[config.mk]
export PLATFORM = sky130hd
export DESIGN_NAME = wall_segment_qualifier
export DESIGN_NICKNAME = d
export VERILOG_FILES = /design/src/rtl/wsq_pkg.sv /design/src/rtl/wall_segment_qualifier.sv
export SDC_FILE = /design/constraint.sdc
export NUM_CORES = 2
export LEC_CHECK = 0
export BUFFER_PORTS_ARGS = -buffer_cell sky130_fd_sc_hd__buf_2
export CAP_MARGIN = 30
export CORE_MARGIN = 2
export CORE_UTILIZATION = 28
export DETAILED_ROUTE_END_ITERATION = 12
export MAX_ROUTING_LAYER = met4
export PLACE_DENSITY = 0.42
export REMOVE_ABC_BUFFERS = 1
export SETUP_SLACK_MARGIN = 0.5
export SYNTH_ARGS = -nofsm -noshare
export SYNTH_HDL_FRONTEND = slang
export SYNTH_SLANG_ARGS = --single-unit
[constraint.sdc]
create_clock -name clk -period 23.1 [get_ports clk]
set_input_delay 2.31 -clock clk [delete_from_list [all_inputs] [get_ports clk]]
set_output_delay 2.31 -clock clk [all_outputs]
set_load 0.03 [all_outputs]
[src/rtl/wsq_pkg.sv]
// Shared types and constants for the wall segment qualifier.
// Holds the item structs, the configuration register codes and the datapath widths.
// No dependencies.
package wsq_pkg;

	// Input coordinate width and fixed-point fraction bits
	localparam int CW        = 16;
	localparam int FRAC_BITS = 10;

	// Result and register widths
	localparam int RW    = 16;
	localparam int OFF_W = 15;
	localparam int CFG_W = 16;
	localparam int CFG_IDX_W = 2;

	// Robot-frame coordinates: negation plus offset needs two extra bits
	localparam int XW     = CW + 2;
	// Multiplier operand: a coordinate difference
	localparam int MW     = XW + 1;
	localparam int PW     = 2 * MW;
	// Sum of squares and its integer root
	localparam int SQ_W   = 2 * XW;
	localparam int ROOT_W = SQ_W / 2;
	localparam int REM_W  = ROOT_W + 2;
	// Shared subtractor: shifted square-root remainder plus a borrow bit
	localparam int SUB_W  = REM_W + 3;
	// |x1*y2 - x2*y1| stays below 2^(2*CW); signed form carries two spare bits
	localparam int QW      = 2 * CW;
	localparam int CROSS_W = QW + 2;

	localparam int CNT_W     = $clog2(QW);
	localparam int MUL_STEPS = 5;

	localparam logic [RW-1:0] SAT = '1;

	// Register reset values: 5.0, 1.0 and 0.415 in the fixed-point format
	localparam logic [CFG_W-1:0] RANGE_LIMIT_RST = CFG_W'(5 << FRAC_BITS);
	localparam logic [CFG_W-1:0] MIN_LENGTH_RST  = CFG_W'(1 << FRAC_BITS);
	localparam logic [OFF_W-1:0] MOUNT_OFFSET_RST =
		OFF_W'(((415 << FRAC_BITS) + 500) / 1000);

	// Configuration register indexes
	localparam logic [CFG_IDX_W-1:0] CFG_RANGE_LIMIT  = 2'd0;
	localparam logic [CFG_IDX_W-1:0] CFG_MIN_LENGTH   = 2'd1;
	localparam logic [CFG_IDX_W-1:0] CFG_MOUNT_OFFSET = 2'd2;

	typedef enum logic [4:0] {
		S_IDLE = 5'b00001,
		S_MUL  = 5'b00010,
		S_SQRT = 5'b00100,
		S_DIV  = 5'b01000,
		S_FIN  = 5'b10000
	} state_t;

	typedef struct packed {
		logic                 sensor;
		logic                 has_segment;
		logic                 coords_valid;
		logic signed [CW-1:0] start_x;
		logic signed [CW-1:0] start_y;
		logic signed [CW-1:0] end_x;
		logic signed [CW-1:0] end_y;
		logic                 last_in_list;
	} in_item_t;

	typedef struct packed {
		logic          accepted;
		logic [RW-1:0] line_distance;
		logic [RW-1:0] segment_length;
		logic          frame_done;
		logic          nearest_found;
		logic [RW-1:0] nearest_distance;
	} out_item_t;

endpackage

[src/rtl/wall_segment_qualifier.sv]
// Wall segment qualifier: top level with sequencer and shared arithmetic units.
// Depends on wsq_pkg for item structs, register codes and widths.
//
//  channel  | direction | handshake          | payload
//  ---------+-----------+--------------------+------------------------------
//  in       | input     | in_valid/in_stall  | wsq_pkg::in_item_t  in_data
//  out      | output    | out_valid/out_stall| wsq_pkg::out_item_t out_data
//  cfg      | input     | cfg_we             | cfg_index, cfg_data
//
// A measured segment passes the accept step, 5 steps through the one 19x19 multiplier,
// 18 square-root steps and 32 division steps on the shared subtractor, and the finish step.
// Items that are not measured (ignored sensor, empty marker, bad or own-side coordinates)
// go from accept straight to the finish step; a zero-length segment skips the division.
// in_stall is high from acceptance until the result is written to the output register.
// A waiting result stalls the finish step only, so the next item may already be at work.
// arst_n clears the sequencer, the frame state and the registers to their defaults.
module wall_segment_qualifier (
	input  logic                            clk,
	input  logic                            arst_n,
	input  logic                            in_valid,
	output logic                            in_stall,
	input  wsq_pkg::in_item_t               in_data,
	output logic                            out_valid,
	input  logic                            out_stall,
	output wsq_pkg::out_item_t              out_data,
	input  logic                            cfg_we,
	input  logic [wsq_pkg::CFG_IDX_W-1:0]   cfg_index,
	input  logic [wsq_pkg::CFG_W-1:0]       cfg_data
);

	// Control state
	wsq_pkg::state_t                 state_q;
	logic [wsq_pkg::CNT_W-1:0]       cnt_q;
	logic                            f0_q, f1_q, bv_q;
	logic [wsq_pkg::RW-1:0]          best_q;
	logic                            out_valid_q;
	logic [wsq_pkg::CFG_W-1:0]       range_q, minlen_q;
	logic [wsq_pkg::OFF_W-1:0]       offset_q;

	// Datapath registers
	logic                                sensor_q, last_q, ign_q, meas_q;
	logic signed [wsq_pkg::XW-1:0]       x1_q, y1_q, x2_q, y2_q;
	logic signed [wsq_pkg::PW-1:0]       prod_q;
	logic [wsq_pkg::SQ_W-1:0]            sumsq_q;
	logic signed [wsq_pkg::CROSS_W-1:0]  cross_q;
	logic [wsq_pkg::REM_W-1:0]           rem_q;
	logic [wsq_pkg::ROOT_W-1:0]          root_q;
	logic [wsq_pkg::QW-1:0]              quo_q;
	wsq_pkg::out_item_t                  out_q;

	// Transform of the incoming item into the robot frame
	logic signed [wsq_pkg::XW-1:0] sx, sy, ex, ey, off;
	logic signed [wsq_pkg::XW-1:0] x1_w, y1_w, x2_w, y2_w;
	logic                          own_side, in_acc, ign_w, meas_w;

	assign sx  = {{(wsq_pkg::XW-wsq_pkg::CW){in_data.start_x[wsq_pkg::CW-1]}}, in_data.start_x};
	assign sy  = {{(wsq_pkg::XW-wsq_pkg::CW){in_data.start_y[wsq_pkg::CW-1]}}, in_data.start_y};
	assign ex  = {{(wsq_pkg::XW-wsq_pkg::CW){in_data.end_x[wsq_pkg::CW-1]}}, in_data.end_x};
	assign ey  = {{(wsq_pkg::XW-wsq_pkg::CW){in_data.end_y[wsq_pkg::CW-1]}}, in_data.end_y};
	assign off = wsq_pkg::XW'(offset_q);

	always_comb begin
		if (in_data.sensor) begin
			x1_w     = -sy;
			y1_w     = sx + off;
			x2_w     = -ey;
			y2_w     = ex + off;
			own_side = (y1_w < off) && (y2_w < off);
		end else begin
			x1_w     = sy;
			y1_w     = -sx - off;
			x2_w     = ey;
			y2_w     = -ex - off;
			own_side = (y1_w > -off) && (y2_w > -off);
		end
	end

	assign in_stall = (state_q != wsq_pkg::S_IDLE);
	assign in_acc   = in_valid && !in_stall;
	assign ign_w    = in_data.sensor ? f1_q : f0_q;
	assign meas_w   = !ign_w && in_data.has_segment && in_data.coords_valid && !own_side;

	// Shared multiplier: squares of the differences, then the two cross terms
	logic signed [wsq_pkg::MW-1:0] mul_a, mul_b, dxs, dys;
	logic signed [wsq_pkg::PW-1:0] mul_p;

	assign dxs = {x2_q[wsq_pkg::XW-1], x2_q} - {x1_q[wsq_pkg::XW-1], x1_q};
	assign dys = {y2_q[wsq_pkg::XW-1], y2_q} - {y1_q[wsq_pkg::XW-1], y1_q};

	always_comb begin
		case (cnt_q[2:0])
			3'd0: begin
				mul_a = dxs;
				mul_b = dxs;
			end
			3'd1: begin
				mul_a = dys;
				mul_b = dys;
			end
			3'd2: begin
				mul_a = {x1_q[wsq_pkg::XW-1], x1_q};
				mul_b = {y2_q[wsq_pkg::XW-1], y2_q};
			end
			3'd3: begin
				mul_a = {x2_q[wsq_pkg::XW-1], x2_q};
				mul_b = {y1_q[wsq_pkg::XW-1], y1_q};
			end
			default: begin
				mul_a = '0;
				mul_b = '0;
			end
		endcase
	end

	assign mul_p = mul_a * mul_b;

	// Shared subtractor: square-root trial in SQRT, divisor trial in DIV
	logic [wsq_pkg::REM_W+1:0]   sq_rem;
	logic [wsq_pkg::ROOT_W:0]    dv_rem;
	logic [wsq_pkg::SUB_W-1:0]   sub_a, sub_b, sub_d;
	logic                        ge;
	logic [wsq_pkg::ROOT_W-1:0]  root_n;
	logic [wsq_pkg::CROSS_W-1:0] cross_mag;

	assign sq_rem = {rem_q, sumsq_q[wsq_pkg::SQ_W-1 -: 2]};
	assign dv_rem = {rem_q[wsq_pkg::ROOT_W-1:0], quo_q[wsq_pkg::QW-1]};

	always_comb begin
		if (state_q == wsq_pkg::S_DIV) begin
			sub_a = wsq_pkg::SUB_W'(dv_rem);
			sub_b = wsq_pkg::SUB_W'(root_q);
		end else begin
			sub_a = wsq_pkg::SUB_W'(sq_rem);
			sub_b = wsq_pkg::SUB_W'({root_q, 2'b01});
		end
	end

	assign sub_d  = sub_a - sub_b;
	assign ge     = !sub_d[wsq_pkg::SUB_W-1];
	assign root_n = {root_q[wsq_pkg::ROOT_W-2:0], ge};
	assign cross_mag = cross_q[wsq_pkg::CROSS_W-1] ? wsq_pkg::CROSS_W'(-cross_q) :
		wsq_pkg::CROSS_W'(cross_q);

	// Finish step: tests, nearest tracking and frame close
	logic                   len_nz, acc_n, bv_n, f0_n, f1_n, done_n, fin_go;
	logic [wsq_pkg::RW-1:0] dist_sat, len_sat, best_n;
	wsq_pkg::out_item_t     res_n;

	assign len_nz   = (root_q != '0);
	assign acc_n    = meas_q && len_nz && (quo_q < wsq_pkg::QW'(range_q)) &&
		(root_q > wsq_pkg::ROOT_W'(minlen_q));
	assign dist_sat = (!len_nz || quo_q > wsq_pkg::QW'(wsq_pkg::SAT)) ? wsq_pkg::SAT :
		quo_q[wsq_pkg::RW-1:0];
	assign len_sat  = (root_q > wsq_pkg::ROOT_W'(wsq_pkg::SAT)) ? wsq_pkg::SAT :
		root_q[wsq_pkg::RW-1:0];
	assign best_n   = (acc_n && (!bv_q || dist_sat < best_q)) ? dist_sat : best_q;
	assign bv_n     = bv_q || acc_n;
	assign f0_n     = f0_q || (last_q && !sensor_q);
	assign f1_n     = f1_q || (last_q && sensor_q);
	assign done_n   = !ign_q && f0_n && f1_n;
	assign fin_go   = (state_q == wsq_pkg::S_FIN) && (!out_valid_q || !out_stall);

	always_comb begin
		res_n.accepted         = acc_n;
		res_n.line_distance    = meas_q ? dist_sat : '0;
		res_n.segment_length   = meas_q ? len_sat : '0;
		res_n.frame_done       = done_n;
		res_n.nearest_found    = done_n && bv_n;
		res_n.nearest_distance = done_n ? best_n : '0;
	end

	// Configuration registers
	always_ff @(posedge clk or negedge arst_n) begin
		if (!arst_n) begin
			range_q  <= wsq_pkg::RANGE_LIMIT_RST;
			minlen_q <= wsq_pkg::MIN_LENGTH_RST;
			offset_q <= wsq_pkg::MOUNT_OFFSET_RST;
		end else if (cfg_we) begin
			unique case (cfg_index)
				wsq_pkg::CFG_RANGE_LIMIT:  range_q  <= cfg_data;
				wsq_pkg::CFG_MIN_LENGTH:   minlen_q <= cfg_data;
				wsq_pkg::CFG_MOUNT_OFFSET: offset_q <= cfg_data[wsq_pkg::OFF_W-1:0];
				default: ;
			endcase
		end
	end

	// Sequencer and frame state
	always_ff @(posedge clk or negedge arst_n) begin
		if (!arst_n) begin
			state_q     <= wsq_pkg::S_IDLE;
			cnt_q       <= '0;
			f0_q        <= 1'b0;
			f1_q        <= 1'b0;
			bv_q        <= 1'b0;
			best_q      <= wsq_pkg::SAT;
			out_valid_q <= 1'b0;
		end else begin
			if (fin_go) begin
				out_valid_q <= 1'b1;
			end else if (out_valid_q && !out_stall) begin
				out_valid_q <= 1'b0;
			end
			unique case (state_q)
				wsq_pkg::S_IDLE: begin
					if (in_acc) begin
						cnt_q   <= '0;
						state_q <= meas_w ? wsq_pkg::S_MUL : wsq_pkg::S_FIN;
					end
				end
				wsq_pkg::S_MUL: begin
					if (cnt_q == wsq_pkg::CNT_W'(wsq_pkg::MUL_STEPS - 1)) begin
						cnt_q   <= wsq_pkg::CNT_W'(wsq_pkg::ROOT_W - 1);
						state_q <= wsq_pkg::S_SQRT;
					end else begin
						cnt_q <= cnt_q + 1'b1;
					end
				end
				wsq_pkg::S_SQRT: begin
					if (cnt_q == '0) begin
						// zero length: no division, distance saturates
						cnt_q   <= wsq_pkg::CNT_W'(wsq_pkg::QW - 1);
						state_q <= (root_n == '0) ? wsq_pkg::S_FIN : wsq_pkg::S_DIV;
					end else begin
						cnt_q <= cnt_q - 1'b1;
					end
				end
				wsq_pkg::S_DIV: begin
					if (cnt_q == '0) begin
						state_q <= wsq_pkg::S_FIN;
					end else begin
						cnt_q <= cnt_q - 1'b1;
					end
				end
				wsq_pkg::S_FIN: begin
					if (fin_go) begin
						state_q <= wsq_pkg::S_IDLE;
						if (!ign_q) begin
							if (done_n) begin
								f0_q   <= 1'b0;
								f1_q   <= 1'b0;
								bv_q   <= 1'b0;
								best_q <= wsq_pkg::SAT;
							end else begin
								f0_q   <= f0_n;
								f1_q   <= f1_n;
								bv_q   <= bv_n;
								best_q <= best_n;
							end
						end
					end
				end
				default: state_q <= wsq_pkg::S_IDLE;
			endcase
		end
	end

	// Datapath
	always_ff @(posedge clk) begin
		unique case (state_q)
			wsq_pkg::S_IDLE: begin
				if (in_acc) begin
					sensor_q <= in_data.sensor;
					last_q   <= in_data.last_in_list;
					ign_q    <= ign_w;
					meas_q   <= meas_w;
					x1_q     <= x1_w;
					y1_q     <= y1_w;
					x2_q     <= x2_w;
					y2_q     <= y2_w;
				end
			end
			wsq_pkg::S_MUL: begin
				prod_q <= mul_p;
				case (cnt_q[2:0])
					3'd1: sumsq_q <= prod_q[wsq_pkg::SQ_W-1:0];
					3'd2: sumsq_q <= sumsq_q + prod_q[wsq_pkg::SQ_W-1:0];
					3'd3: cross_q <= prod_q[wsq_pkg::CROSS_W-1:0];
					3'd4: cross_q <= cross_q - prod_q[wsq_pkg::CROSS_W-1:0];
					default: ;
				endcase
				if (cnt_q == wsq_pkg::CNT_W'(wsq_pkg::MUL_STEPS - 1)) begin
					rem_q  <= '0;
					root_q <= '0;
				end
			end
			wsq_pkg::S_SQRT: begin
				root_q  <= root_n;
				sumsq_q <= {sumsq_q[wsq_pkg::SQ_W-3:0], 2'b00};
				if (cnt_q == '0) begin
					// hold the root; start the quotient from |x1*y2 - x2*y1|
					rem_q <= '0;
					quo_q <= cross_mag[wsq_pkg::QW-1:0];
				end else begin
					rem_q <= ge ? sub_d[wsq_pkg::REM_W-1:0] : sq_rem[wsq_pkg::REM_W-1:0];
				end
			end
			wsq_pkg::S_DIV: begin
				rem_q <= wsq_pkg::REM_W'(ge ? sub_d[wsq_pkg::ROOT_W-1:0] :
					dv_rem[wsq_pkg::ROOT_W-1:0]);
				quo_q <= {quo_q[wsq_pkg::QW-2:0], ge};
			end
			wsq_pkg::S_FIN: begin
				if (fin_go) begin
					out_q <= ign_q ? '0 : res_n;
				end
			end
			default: ;
		endcase
	end

	assign out_valid = out_valid_q;
	assign out_data  = out_q;

`ifndef ASSERT_OFF
	a_close_clears: assert property (@(posedge clk) disable iff (!arst_n)
		fin_go && done_n |=> !f0_q && !f1_q && !bv_q && best_q == wsq_pkg::SAT)
		else $error("frame close left tracking state behind");

	a_div_nonzero: assert property (@(posedge clk) disable iff (!arst_n)
		state_q == wsq_pkg::S_DIV |-> root_q != '0)
		else $error("division entered with zero length");

	a_no_close_no_nearest: assert property (@(posedge clk) disable iff (!arst_n)
		out_valid && !out_data.frame_done |->
		!out_data.nearest_found && out_data.nearest_distance == '0)
		else $error("nearest distance reported without frame close");

	a_accept_sane: assert property (@(posedge clk) disable iff (!arst_n)
		out_valid && out_data.accepted |->
		out_data.segment_length != '0 && out_data.line_distance != wsq_pkg::SAT)
		else $error("accepted segment with zero length or saturated distance");
`endif

endmodule

==> results.sh <==
export IMPL_avgRoutedWirePerCell_um=18.96
export IMPL_cap_violations=0
export IMPL_reg2reg_slack_ns=12.72
export IMPL_slowest_stage="a211oi_2"
export IMPL_die_area_um2=153900
export IMPL_final_util=0.3151
export IMPL_avgSynthCellArea_um2=9.147
export IMPL_relSlewSlack=0.3060
export IMPL_viasPerCell=4.783
export IMPL_overflow=0
export IMPL_yosys_area_top_type_share=0.2155
export IMPL_clock_fmax_ghz=0.09638
export IMPL_required_ns=23.47
export IMPL_dp_slack_ns=12.75
export IMPL_grt_pass1_wl_um=203300
export IMPL_rr_endpoint="prod_q[35]"
export IMPL_gp_congestion=0.8760
export IMPL_finalCritPeriodShare=0.4492
export IMPL_arrival_ns=10.75
export IMPL_slowest_delay_ns=0.91
export IMPL_area_growth_pct=11.80
export IMPL_cts_tree="built"
export IMPL_cp_end_kind="flip-flop"
export IMPL_finClkSkew_ns=0.06071
export IMPL_hold_violations=0
export IMPL_track_usage=0.1750
export IMPL_io_pins=144
export IMPL_ys_flop_type="edfxtp_1"
export IMPL_cp_start_kind="flip-flop"
export IMPL_rsz0062_at_grt="no"
export IMPL_synth_most_common_cell="inv_1"
export IMPL_ctsResizeCount=0
export IMPL_postRouteWirelength_um=128700
export IMPL_fin_nets=5625
export IMPL_synth_cells=4615
export IMPL_cts_max_level=2
export IMPL_synth_seq_cells=380
export IMPL_antenna_found_initial=6
export IMPL_reg2regPathDepth=36
export IMPL_drv_slew=0
export IMPL_yosys_top_cells_count="inv_1, nand2_1, ha_1"
export IMPL_port_buffer_count=143
export IMPL_drc_errors=0
export IMPL_dp_hpwl_um=104500
export IMPL_period_needed_ns=10.38
export IMPL_worstHoldPathCells=1
export IMPL_grt_max_degree=85
export IMPL_die_height_um=392.3
export IMPL_worst_slack_ns=12.72
export IMPL_synth_cell_types=79
export IMPL_ant_nets=0
export IMPL_grt_pass1_vias=33901
export IMPL_cts_buffer_depth=3
export IMPL_min_from="minlen_q[15]"
export IMPL_coreArea_um2=149800
export IMPL_cts_root_buf="clkbuf_16"
export IMPL_drive_above_1_share=0.08889
export IMPL_firstDrtPassIters=5
export IMPL_start_util=0.2818
export IMPL_drtIter0Drc=1759
export IMPL_clk_latency_ns=0.66
export IMPL_post_synth_top_area_cell="edfxtp_1"
export IMPL_setup_violations=0
export IMPL_row_count=142
export IMPL_numCtsBuffers=50
export IMPL_min_path_type="reg -> reg"
export IMPL_die_w_um=392.3
export IMPL_holdPathEnd="minlen_q[15]"
export IMPL_vias=32461
export IMPL_synth_seq_area_share=0.2619
export IMPL_synth_area_top_cells="edfxtp_1, fa_1, ha_1"
export IMPL_worstPathMaxFanout=10
export IMPL_async_flop_share=0.2026
export IMPL_syn_cell_area_um2=42210
export IMPL_crit_type="reg -> reg"
export IMPL_worst_pin_slew_ns=1.039
export IMPL_path_buf_inv=5
export IMPL_cp_top_family="adder cells"
export IMPL_cts_setup_buffers=0
export IMPL_reg2reg_from="y1_q[1]"
export IMPL_ctsHoldBuffers=0
export IMPL_status="finished clean"
export IMPL_cts_sinks=380
export IMPL_yosys_warnings=0
export IMPL_path_clk_slew_ns=0.07
export IMPL_synth_edf_count=303
export IMPL_setup_tns_ns=0
export IMPL_critical_path_most_common_cell="fa_1"
-- through the flow --
stage | std cells | instance area (um2) | hold WS (ns)
3_5_place_dp | 6693 | 45460 | 0.4943
2_1_floorplan | 4473 | 41680 | 0.4593
4_1_cts | 6785 | 47180 | 0.5085
6_report | 6787 | 47190 | 0.5071
5_1_grt | 6786 | 47190 | 0.5254
3_3_place_gp | 6690 | 45440 | 0.4896
-- worst max-delay path by stage --
stage                     cells after the start  slack (ns)         end       start
after CTS                                    36       12.71  prod_q[35]     y1_q[1]
final                                        36       12.72  prod_q[35]     y1_q[1]
after floorplan                              15       11.69    rem_q[2]  state_q[4]
after global placement                       36       12.79  prod_q[35]     y1_q[1]
after global routing                         35       12.00  prod_q[34]     y1_q[1]
after detailed placement                     36       12.75  prod_q[35]     y1_q[1]
-- layout make-up --
class	instances	area, um2
inverters	634	2381
repair buffers	205	1195
fillers	15831	102600
well taps	2016	2522
clock inverters	21	247.7
multi-input cells	3459	28320
diodes	1	2.502
clock buffers	71	1464
flip-flops and latches	380	11060
-- cell families (layout without fill, tap and decap cells) --
group,Yosys count,count (layout),synth area share
adders and majority gates,804,804,0.3031
other,0,1,0
and+or+nand+nor,1372,1372,0.1494
AOI/OAI and AO/OA,947,947,0.1432
muxes,78,78,0.01983
buffers and inverters,776,931,0.06906
xor gates and xnor gates,258,258,0.05353
DFF,380,380,0.2619
-- layer usage --
layer,up-vias,part of all wire,global-route usage
li1,15892,-,-
met1,15953,0.48,0.2338
met2,502,0.48,0.2908
met3,114,0.030,0.01681
met4,0,0.016,0.02986
met5,-,0,-
-- flip-flops by register name, summed over array words and instances, names as in the netlist, 5 cells and up --
signal / cells
state_q: 5
cross_q: 34
prod_q: 36
quo_q: 32
x2_q: 18
offset_q: 15
out_data: 51
y2_q: 18
y1_q: 18
rem_q: 20
root_q: 18
x1_q: 18
best_q: 16
range_q: 16
sumsq_q: 36
minlen_q: 16
cnt_q: 5
-- cell usage in the layout (no fill, tap or decap), drive strengths merged, types with 71 or more instances in the layout --
cell type  instances
inv              635
nand2            525
ha               440
nor2             366
fa               364
edfxtp           303
o21ai            289
a21oi            218
buf              205
xnor2            171
a21o              97
xor2              87
nor3              76
clkbuf            71
Power is not shown: default switching activity piles up to over one toggle a cycle in this logic, so the estimate is an artifact.
